--- src/rtl/core/bpk_pkg.sv ---
// Types, sizes and width helper shared by the MSB-first bit packer.
// No dependencies; every other file of the packer but bpk_chan_if imports this package.
`default_nettype none

package bpk_pkg;

   localparam int VALUE_BITS = 32;
   localparam int BYTE_BITS  = 8;
   localparam int WIDTH_BITS = 6;
   localparam int PEND_BITS  = 3;
   localparam int WIN_BITS   = VALUE_BITS + BYTE_BITS;
   localparam int CNT_BITS   = 3;
   localparam int Q_DEPTH    = 2;

   typedef struct packed {
      logic [VALUE_BITS-1:0] value;
      logic                  flush;
   } req_type;

   typedef struct packed {
      logic [BYTE_BITS-1:0] out_byte;
      logic                 last;
   } rsp_type;

   typedef logic [VALUE_BITS-1:0] csr_type;

   typedef struct packed {
      logic [WIN_BITS-1:0] window;
      logic [CNT_BITS-1:0] count;
   } packet_type;

   function automatic logic [WIDTH_BITS-1:0] width_for_max(
      input logic [VALUE_BITS-1:0] m,
      input logic [WIDTH_BITS-1:0] cap
   );
      logic [WIDTH_BITS-1:0] n;
      n = WIDTH_BITS'(1);
      for (int i = 1; i < VALUE_BITS; i++) begin
         if (m[i]) begin
            n = WIDTH_BITS'(i + 1);
         end
      end
      if (n > cap) begin
         n = cap;
      end
      return n;
   endfunction

endpackage

`default_nettype wire

--- src/rtl/core/bpk_chan_if.sv ---
// Valid/ready channel carrying one payload per transfer.
// Payload type is a parameter; used with the bpk_pkg payload types.
`default_nettype none

interface bpk_chan_if #(
   parameter type payload_type = logic
);
   logic        valid;
   logic        ready;
   payload_type data;

   modport source (output valid, output data, input ready);
   modport sink   (input valid, input data, output ready);
endinterface

`default_nettype wire

--- src/rtl/core/bpk_front.sv ---
// Front end: holds the width and the partial byte, aligns each value into a byte window.
// Depends on bpk_pkg; feeds bpk_queue.
`default_nettype none

module bpk_front
   import bpk_pkg::*;
#(
   parameter int WORD_BITS = 32
) (
   input  wire logic                  clock,
   input  wire logic                  reset,
   input  wire logic                  csr_valid,
   input  wire csr_type               csr_data,
   input  wire logic                  req_valid,
   input  wire req_type               req_data,
   output logic                       req_ready,
   input  wire logic                  push_ready,
   output logic                       push_valid,
   output packet_type                 push_pkt
);

   localparam int CAP = (WORD_BITS < VALUE_BITS) ? WORD_BITS : VALUE_BITS;

   logic [WIDTH_BITS-1:0] width_ff, width_in;
   logic [PEND_BITS-1:0]  pend_ff, pend_in;
   logic [BYTE_BITS-1:0]  part_ff, part_in;

   logic                  accept;
   logic [VALUE_BITS:0]   mask_wide;
   logic [VALUE_BITS-1:0] v_masked, v_left;
   logic [WIN_BITS-1:0]   window;
   logic [WIDTH_BITS-1:0] total;
   logic [CNT_BITS-1:0]   full, count;
   logic [PEND_BITS-1:0]  rem;
   logic [BYTE_BITS-1:0]  next_byte;

   always_comb begin
      mask_wide = ~({(VALUE_BITS+1){1'b1}} << width_ff);
      v_masked  = req_data.value & mask_wide[VALUE_BITS-1:0];
      v_left    = v_masked << (WIDTH_BITS'(VALUE_BITS) - width_ff);
      window    = {part_ff, {VALUE_BITS{1'b0}}} | ({v_left, {BYTE_BITS{1'b0}}} >> pend_ff);
      total     = WIDTH_BITS'(pend_ff) + width_ff;
      full      = total[WIDTH_BITS-1:PEND_BITS];
      rem       = total[PEND_BITS-1:0];
      count     = full + CNT_BITS'(req_data.flush && (rem != '0));
      case (full)
         3'd0:    next_byte = window[WIN_BITS-1      -: BYTE_BITS];
         3'd1:    next_byte = window[WIN_BITS-1-8    -: BYTE_BITS];
         3'd2:    next_byte = window[WIN_BITS-1-16   -: BYTE_BITS];
         3'd3:    next_byte = window[WIN_BITS-1-24   -: BYTE_BITS];
         default: next_byte = window[WIN_BITS-1-32   -: BYTE_BITS];
      endcase
   end

   assign req_ready       = push_ready;
   assign accept          = req_valid && req_ready;
   assign push_valid      = accept && (count != '0);
   assign push_pkt.window = window;
   assign push_pkt.count  = count;

   always_comb begin
      width_in = width_ff;
      pend_in  = pend_ff;
      part_in  = part_ff;
      if (csr_valid) begin
         width_in = width_for_max(csr_data, WIDTH_BITS'(CAP));
      end
      if (accept) begin
         if (req_data.flush) begin
            pend_in = '0;
            part_in = '0;
         end else begin
            pend_in = rem;
            part_in = next_byte;
         end
      end
   end

   always_ff @(posedge clock) begin
      if (reset) begin
         width_ff <= WIDTH_BITS'(1);
         pend_ff  <= '0;
         part_ff  <= '0;
      end else begin
         width_ff <= width_in;
         pend_ff  <= pend_in;
         part_ff  <= part_in;
      end
   end

endmodule

`default_nettype wire

--- src/rtl/core/bpk_queue.sv ---
// Short register queue of byte windows between front and back end.
// Depends on bpk_pkg for the entry type and depth.
`default_nettype none

module bpk_queue
   import bpk_pkg::*;
(
   input  wire logic        clock,
   input  wire logic        reset,
   input  wire logic        push_valid,
   input  wire packet_type  push_pkt,
   output logic             push_ready,
   input  wire logic        pop,
   output logic             head_valid,
   output packet_type       head_pkt
);

   localparam int PTR_BITS  = (Q_DEPTH > 1) ? $clog2(Q_DEPTH) : 1;
   localparam int FILL_BITS = $clog2(Q_DEPTH + 1);

   packet_type            mem_ff [Q_DEPTH];
   logic [PTR_BITS-1:0]   wr_ptr_ff, wr_ptr_in, rd_ptr_ff, rd_ptr_in;
   logic [FILL_BITS-1:0]  fill_ff, fill_in;
   logic                  push_fire, pop_fire;

   assign push_ready = (fill_ff != FILL_BITS'(Q_DEPTH));
   assign head_valid = (fill_ff != '0);
   assign head_pkt   = mem_ff[rd_ptr_ff];
   assign push_fire  = push_valid && push_ready;
   assign pop_fire   = pop && head_valid;

   always_comb begin
      wr_ptr_in = wr_ptr_ff;
      rd_ptr_in = rd_ptr_ff;
      fill_in   = fill_ff;
      if (push_fire) begin
         wr_ptr_in = (wr_ptr_ff == PTR_BITS'(Q_DEPTH - 1)) ? '0 : wr_ptr_ff + 1'b1;
      end
      if (pop_fire) begin
         rd_ptr_in = (rd_ptr_ff == PTR_BITS'(Q_DEPTH - 1)) ? '0 : rd_ptr_ff + 1'b1;
      end
      if (push_fire && !pop_fire) begin
         fill_in = fill_ff + 1'b1;
      end else if (pop_fire && !push_fire) begin
         fill_in = fill_ff - 1'b1;
      end
   end

   always_ff @(posedge clock) begin
      if (reset) begin
         wr_ptr_ff <= '0;
         rd_ptr_ff <= '0;
         fill_ff   <= '0;
      end else begin
         wr_ptr_ff <= wr_ptr_in;
         rd_ptr_ff <= rd_ptr_in;
         fill_ff   <= fill_in;
      end
   end

   always_ff @(posedge clock) begin
      if (push_fire) begin
         mem_ff[wr_ptr_ff] <= push_pkt;
      end
   end

   a_fill_up: assert property (@(posedge clock) disable iff (reset)
      (push_fire && !pop_fire) |=> (fill_ff == $past(fill_ff) + 1'b1))
      else $error("queue fill did not advance on push");

   a_fill_down: assert property (@(posedge clock) disable iff (reset)
      (pop_fire && !push_fire) |=> (fill_ff == $past(fill_ff) - 1'b1))
      else $error("queue fill did not drop on pop");

   a_fill_bound: assert property (@(posedge clock) disable iff (reset)
      fill_ff <= FILL_BITS'(Q_DEPTH))
      else $error("queue overfilled");

endmodule

`default_nettype wire

--- src/rtl/core/bpk_back.sv ---
// Back end: emits the bytes of the head window one per transfer through an output register.
// Depends on bpk_pkg; drains bpk_queue.
`default_nettype none

module bpk_back
   import bpk_pkg::*;
(
   input  wire logic        clock,
   input  wire logic        reset,
   input  wire logic        head_valid,
   input  wire packet_type  head_pkt,
   output logic             pop,
   input  wire logic        rsp_ready,
   output logic             rsp_valid,
   output rsp_type          rsp_data
);

   logic [CNT_BITS-1:0]  idx_ff, idx_in;
   logic                 valid_ff, valid_in;
   rsp_type              data_ff, data_in;
   logic                 load, emit, is_last;
   logic [BYTE_BITS-1:0] cur_byte;

   always_comb begin
      case (idx_ff)
         3'd0:    cur_byte = head_pkt.window[WIN_BITS-1    -: BYTE_BITS];
         3'd1:    cur_byte = head_pkt.window[WIN_BITS-1-8  -: BYTE_BITS];
         3'd2:    cur_byte = head_pkt.window[WIN_BITS-1-16 -: BYTE_BITS];
         3'd3:    cur_byte = head_pkt.window[WIN_BITS-1-24 -: BYTE_BITS];
         default: cur_byte = head_pkt.window[WIN_BITS-1-32 -: BYTE_BITS];
      endcase
   end

   assign load    = !valid_ff || rsp_ready;
   assign emit    = load && head_valid;
   assign is_last = (idx_ff == head_pkt.count - 1'b1);
   assign pop     = emit && is_last;

   always_comb begin
      idx_in   = idx_ff;
      valid_in = valid_ff;
      data_in  = data_ff;
      if (load) begin
         valid_in = head_valid;
      end
      if (emit) begin
         data_in.out_byte = cur_byte;
         data_in.last     = is_last;
         idx_in           = is_last ? '0 : idx_ff + 1'b1;
      end
   end

   always_ff @(posedge clock) begin
      if (reset) begin
         idx_ff   <= '0;
         valid_ff <= 1'b0;
      end else begin
         idx_ff   <= idx_in;
         valid_ff <= valid_in;
      end
   end

   always_ff @(posedge clock) begin
      data_ff <= data_in;
   end

   assign rsp_valid = valid_ff;
   assign rsp_data  = data_ff;

   a_idx_in_range: assert property (@(posedge clock) disable iff (reset)
      head_valid |-> (idx_ff < head_pkt.count))
      else $error("byte index past window count");

   a_head_nonempty: assert property (@(posedge clock) disable iff (reset)
      head_valid |-> (head_pkt.count != '0))
      else $error("empty window reached back end");

endmodule

`default_nettype wire

--- src/rtl/core/bit_packer_msb_first_core.sv ---
// MSB-first fixed-width bit packer: values in, packed bytes out, one byte per transfer.
// The first byte of an item is registered in the queue entry and then in the output byte register.
// An item causes up to 5 bytes at width 32 with flush, sent one per transfer from the
// single output byte register; a two-entry queue decouples intake from output.
// Reset (synchronous, active high): width 1, no bits pending, queue and output empty.
// Depends on bpk_pkg, bpk_chan_if, bpk_front, bpk_queue and bpk_back.
`default_nettype none

module bit_packer_msb_first_core
   import bpk_pkg::*;
#(
   parameter int WORD_BITS = 32
) (
   input  wire logic     clock,
   input  wire logic     reset,
   bpk_chan_if.sink      req_chan,
   bpk_chan_if.source    rsp_chan,
   bpk_chan_if.sink      csr_chan
);

   logic       push_valid, push_ready, head_valid, pop;
   packet_type push_pkt, head_pkt;
   logic       csr_fire;
   req_type    req_item;
   rsp_type    rsp_item;
   csr_type    csr_item;

   assign csr_chan.ready = 1'b1;
   assign csr_fire       = csr_chan.valid && csr_chan.ready;
   assign csr_item       = csr_chan.data;
   assign req_item       = req_chan.data;

   bpk_front #(
      .WORD_BITS (WORD_BITS)
   ) u_front (
      .clock      (clock),
      .reset      (reset),
      .csr_valid  (csr_fire),
      .csr_data   (csr_item),
      .req_valid  (req_chan.valid),
      .req_data   (req_item),
      .req_ready  (req_chan.ready),
      .push_ready (push_ready),
      .push_valid (push_valid),
      .push_pkt   (push_pkt)
   );

   bpk_queue u_queue (
      .clock      (clock),
      .reset      (reset),
      .push_valid (push_valid),
      .push_pkt   (push_pkt),
      .push_ready (push_ready),
      .pop        (pop),
      .head_valid (head_valid),
      .head_pkt   (head_pkt)
   );

   bpk_back u_back (
      .clock      (clock),
      .reset      (reset),
      .head_valid (head_valid),
      .head_pkt   (head_pkt),
      .pop        (pop),
      .rsp_ready  (rsp_chan.ready),
      .rsp_valid  (rsp_chan.valid),
      .rsp_data   (rsp_item)
   );

   assign rsp_chan.data = rsp_item;

endmodule

`default_nettype wire

--- src/flat_wrapper.sv ---
// flat-port wrapper written by rule: the top's interface ports become plain ports
module bit_packer_msb_first_core_flat import bpk_pkg::*;
#(
   parameter int WORD_BITS = 32
)
  (clock, reset, req_chan_valid, req_chan_data, req_chan_ready, rsp_chan_valid, rsp_chan_data, rsp_chan_ready, csr_chan_valid, csr_chan_data, csr_chan_ready);
  bpk_chan_if #(.payload_type(req_type)) req_chan_i ();
  bpk_chan_if #(.payload_type(rsp_type)) rsp_chan_i ();
  bpk_chan_if #(.payload_type(csr_type)) csr_chan_i ();
  input  wire logic clock;
  input  wire logic reset;
  input wire logic [$bits(req_chan_i.valid)-1:0] req_chan_valid;
  input wire logic [$bits(req_chan_i.data)-1:0] req_chan_data;
  output wire logic [$bits(req_chan_i.ready)-1:0] req_chan_ready;
  output wire logic [$bits(rsp_chan_i.valid)-1:0] rsp_chan_valid;
  output wire logic [$bits(rsp_chan_i.data)-1:0] rsp_chan_data;
  input wire logic [$bits(rsp_chan_i.ready)-1:0] rsp_chan_ready;
  input wire logic [$bits(csr_chan_i.valid)-1:0] csr_chan_valid;
  input wire logic [$bits(csr_chan_i.data)-1:0] csr_chan_data;
  output wire logic [$bits(csr_chan_i.ready)-1:0] csr_chan_ready;
  assign req_chan_i.valid = req_chan_valid;
  assign req_chan_i.data = req_chan_data;
  assign req_chan_ready = req_chan_i.ready;
  assign rsp_chan_valid = rsp_chan_i.valid;
  assign rsp_chan_data = rsp_chan_i.data;
  assign rsp_chan_i.ready = rsp_chan_ready;
  assign csr_chan_i.valid = csr_chan_valid;
  assign csr_chan_i.data = csr_chan_data;
  assign csr_chan_ready = csr_chan_i.ready;
  bit_packer_msb_first_core #(.WORD_BITS(WORD_BITS)) u_core (.clock(clock), .reset(reset), .req_chan(req_chan_i), .rsp_chan(rsp_chan_i), .csr_chan(csr_chan_i));
endmodule
--- config.mk ---
export PLATFORM = sky130hd
export DESIGN_NAME = bit_packer_msb_first_core_flat
export DESIGN_NICKNAME = d
export VERILOG_FILES = /design/src/rtl/core/bpk_pkg.sv /design/src/rtl/core/bpk_chan_if.sv /design/src/rtl/core/bpk_front.sv /design/src/rtl/core/bpk_queue.sv /design/src/rtl/core/bpk_back.sv /design/src/rtl/core/bit_packer_msb_first_core.sv /design/src/flat_wrapper.sv
export SDC_FILE = /design/constraint.sdc
export NUM_CORES = 1
export LEC_CHECK = 0
export ABC_AREA = 1
export BUFFER_PORTS_ARGS = -buffer_cell sky130_fd_sc_hd__buf_4
export CORE_MARGIN = 2
export CORE_UTILIZATION = 56
export CTS_BUF_LIST = sky130_fd_sc_hd__clkbuf_8
export CTS_CLUSTER_DIAMETER = 100
export DETAILED_ROUTE_END_ITERATION = 16
export PLACE_DENSITY = 0.81
export SYNTH_ARGS = -nofsm -noshare
export SYNTH_HDL_FRONTEND = slang
export SYNTH_SLANG_ARGS = --single-unit
--- constraint.sdc ---
create_clock -name clock -period 4.3 [get_ports clock]
set_clock_uncertainty 0.05 [all_clocks]
set_input_delay 0.86 -clock clock [delete_from_list [all_inputs] [get_ports clock]]
set_output_delay 0.86 -clock clock [all_outputs]
set_load 0.005 [all_outputs]
==> results.sh <==
export IMPL_finalHoldViolCount=0
export IMPL_clk_path_buf_depth=2
export IMPL_hold_path_class="reg2reg"
export IMPL_synth_top_area_share_pct=31.5
export IMPL_fin_tns_setup_ns=0
export IMPL_final_cell_mix="367 x nand2_1, 180 x nand3_1, 101 x buf_4"
export IMPL_synth_edf_count=93
export IMPL_die_w_um=130
export IMPL_die_h_um=130
export IMPL_cp_end_kind="flip-flop"
export IMPL_fin_ws_ns=0.623
export IMPL_synth_largest_area_cell="edfxtp_1"
export IMPL_ys_types=52
export IMPL_rsz0062_at_grt="no"
export IMPL_postCtsSetupBuffers=0
export IMPL_antenna_left=0
export IMPL_die_area_sq_um=16900
export IMPL_drt_iter0_markers=841
export IMPL_synth_avg_cell_area_sq_um=7.01
export IMPL_cts_tree="done"
export IMPL_required_ns=4.58
export IMPL_status="complete, no violations"
export IMPL_drv_cap=0
export IMPL_syn_inst=1265
export IMPL_synthFlopType="edfxtp_1"
export IMPL_finalCritPeriodShare_pct=85.5
export IMPL_gp_congestion=0.966
export IMPL_worstSetupStartpointType="flip-flop"
export IMPL_drtPass1Iterations=6
export IMPL_core_sq_um=15700
export IMPL_final_util_pct=63.4
export IMPL_place_hpwl_um=17500
export IMPL_grt_max_degree=44
export IMPL_final_nets=1404
export IMPL_ir_drop_v=0.000331
export IMPL_yosys_warnings=0
export IMPL_drt_total_wl_um=23300
export IMPL_grt_pass1_wl_um=37900
export IMPL_layout_commonest_cell="nand2_1"
export IMPL_worst_pin_slew_ns=1.06
export IMPL_remaining_drc_errors=0
export IMPL_fmax_mhz=272
export IMPL_cts_sinks=119
export IMPL_portBuffers=79
export IMPL_fp_row_count=46
export IMPL_dp_slack_ns=0.674
export IMPL_initial_core_util_pct=56.5
export IMPL_cp_arrival_ns=3.95
export IMPL_grt_ovfl_total=0
export IMPL_grt_pass1_vias=8003
export IMPL_clkTransAtPathRegs_ns=0.08
export IMPL_synth_area_leaders="edfxtp_1 31%, nand2_1 16%, nand3_1 10%"
export IMPL_crit_type="reg2reg"
export IMPL_crit_fanout=10
export IMPL_p_leak_nw=4.33
export IMPL_antenna_found_initial=0
export IMPL_root_buffer="clkbuf_8"
export IMPL_ys_ff_latch=119
export IMPL_numCtsBuffers=17
export IMPL_clk_insertion_delay_late_ns=0.44
export IMPL_diodes=0
export IMPL_viasPerCell=5.63
export IMPL_via_count=8700
export IMPL_drive_gt1_share_pct=13.6
export IMPL_setup_viol=0
export IMPL_area_growth_pct=12.3
export IMPL_finalMaxSlewViolations=0
export IMPL_io_pins=82
export IMPL_synth_area_sq_um=8870
export IMPL_fill_cells=1388
export IMPL_grt_usage_pct=28.3
export IMPL_post_drt_wl_per_cell_um=15.1
export IMPL_cts_max_level=4
export IMPL_synth_seq_area_share_pct=37.3
export IMPL_hold_buffers=0
export IMPL_synthArstFlopShare_pct=0
export IMPL_p_per_area_nw_per_um2=433
export IMPL_relSlewSlack_pct=29.2
export IMPL_min_period_ns=3.68
export IMPL_ctsResizeCount=0
export IMPL_synth_nets=1352
## Yosys cell counts (4+ instances only)
master    count
a21oi_1      49
and2_1       13
buf_1        12
buf_2        24
buf_4         6
buf_6         7
clkbuf_1     19
clkinv_1      5
dfxtp_1      26
edfxtp_1     93
ha_1         16
inv_1        87
inv_2         7
mux2i_1       7
nand2_1     367
nand3_1     180
nand4_1      11
nor2_1       99
nor2_2        7
nor3_1       15
o211ai_1     28
o21a_1        9
o21ai_0      62
o21ai_1      43
o21ai_2      13
o21bai_1      4
or2_1         6
xor2_1        9
## stage by stage
stage               power, mW  cell area (sq um)  instances  hold WS [ns]
floorplan                2.79               8880       1265         0.390
global placement         3.25               9560       1514         0.402
detailed placement       3.30               9560       1514         0.407
CTS                      4.31               9960       1546         0.418
global route             4.59               9960       1546         0.442
finish                   4.31               9960       1546         0.424
## worst paths after layout
check / to / slack (ns) / cells after the start / start
setup / recovery: u_core.u_queue.fill_ff[1]$_SDFFE_PP0P_ / 0.62 / 15 / u_core.u_front.width_ff[2]$_SDFFE_PP0P_
hold / removal: u_core.u_front.part_ff[3]$_SDFFE_PP0P_ / 0.42 / 2 / u_core.u_front.part_ff[3]$_SDFFE_PP0P_
setup reg to reg: u_core.u_queue.fill_ff[1]$_SDFFE_PP0P_ / 0.62 / 15 / u_core.u_front.width_ff[2]$_SDFFE_PP0P_
hold reg to reg: u_core.u_front.part_ff[3]$_SDFFE_PP0P_ / 0.42 / 2 / u_core.u_front.part_ff[3]$_SDFFE_PP0P_
## where the power goes
group / internal (mW) / switching [mW]
logic: 0.579 / 1.10
clock network: 0.526 / 0.479
registers: 1.53 / 0.0924
total: 2.64 / 1.67
## area by class of cell
class	count	area (sq um)	share of cell area, %
timing repair buffer	101	758	7.61
clock inverter	15	171	1.72
inverter	101	384	3.86
sequential	119	3310	33.3
clock buffer	17	234	2.35
tap	216	270	2.71
multi-input combinational	977	4830	48.5
## logic make-up after synthesis
group | count (synthesis) | synth area share, %
AOI/OAI and AO/OA | 226 | 15.1
adders and majority gates | 17 | 2.48
buffers and inverters | 169 | 8.39
other | 1 | 0.0423
muxes | 7 | 0.790
DFF | 119 | 37.3
and+or+nand+nor | 716 | 34.9
xor gates and xnor gates | 10 | 0.987
## critical path: stages (launching register included)
cell,delay (ns)
dfxtp_1,0.62
ha_1,0.36
nand3_1,0.09
nand3_1,0.13
xor2_1,0.21
ha_1,0.25
ha_1,0.20
xor2_1,0.17
or3_1,0.32
nand2_1,0.21
inv_1,0.10
ha_1,0.34
a21oi_1,0.12
o21ai_0,0.13
o21ai_0,0.20
a21oi_1,0.06
## state kept, by name (all words and copies together), names as in the netlist, named ones only
| register | flops |
|---|---|
| u_core.u_front.part_ff | 8 |
| u_core.u_back.idx_ff | 3 |
| u_core.u_back.rsp_valid | 1 |
| u_core.u_queue.wr_ptr_ff | 1 |
| u_core.u_queue.fill_ff | 2 |
| u_core.u_queue.mem_ff | 84 |
| u_core.u_front.pend_ff | 3 |
| u_core.u_queue.rd_ptr_ff | 1 |
| u_core.u_front.width_ff | 6 |
| u_core.u_back.rsp_data | 9 |
## routing by layer
metal / track usage, % / vias to the layer above / share of wire [%]
met3: 4.35 / 41 / 5.7
met1: 36.9 / 3956 / 44
li1: - / 4371 / -
met2: 48.8 / 332 / 48
met4: 8.48 / 0 / 1.8
met5: 0 / - / 0
No activity file was read; power rests on OpenSTA's default activity.
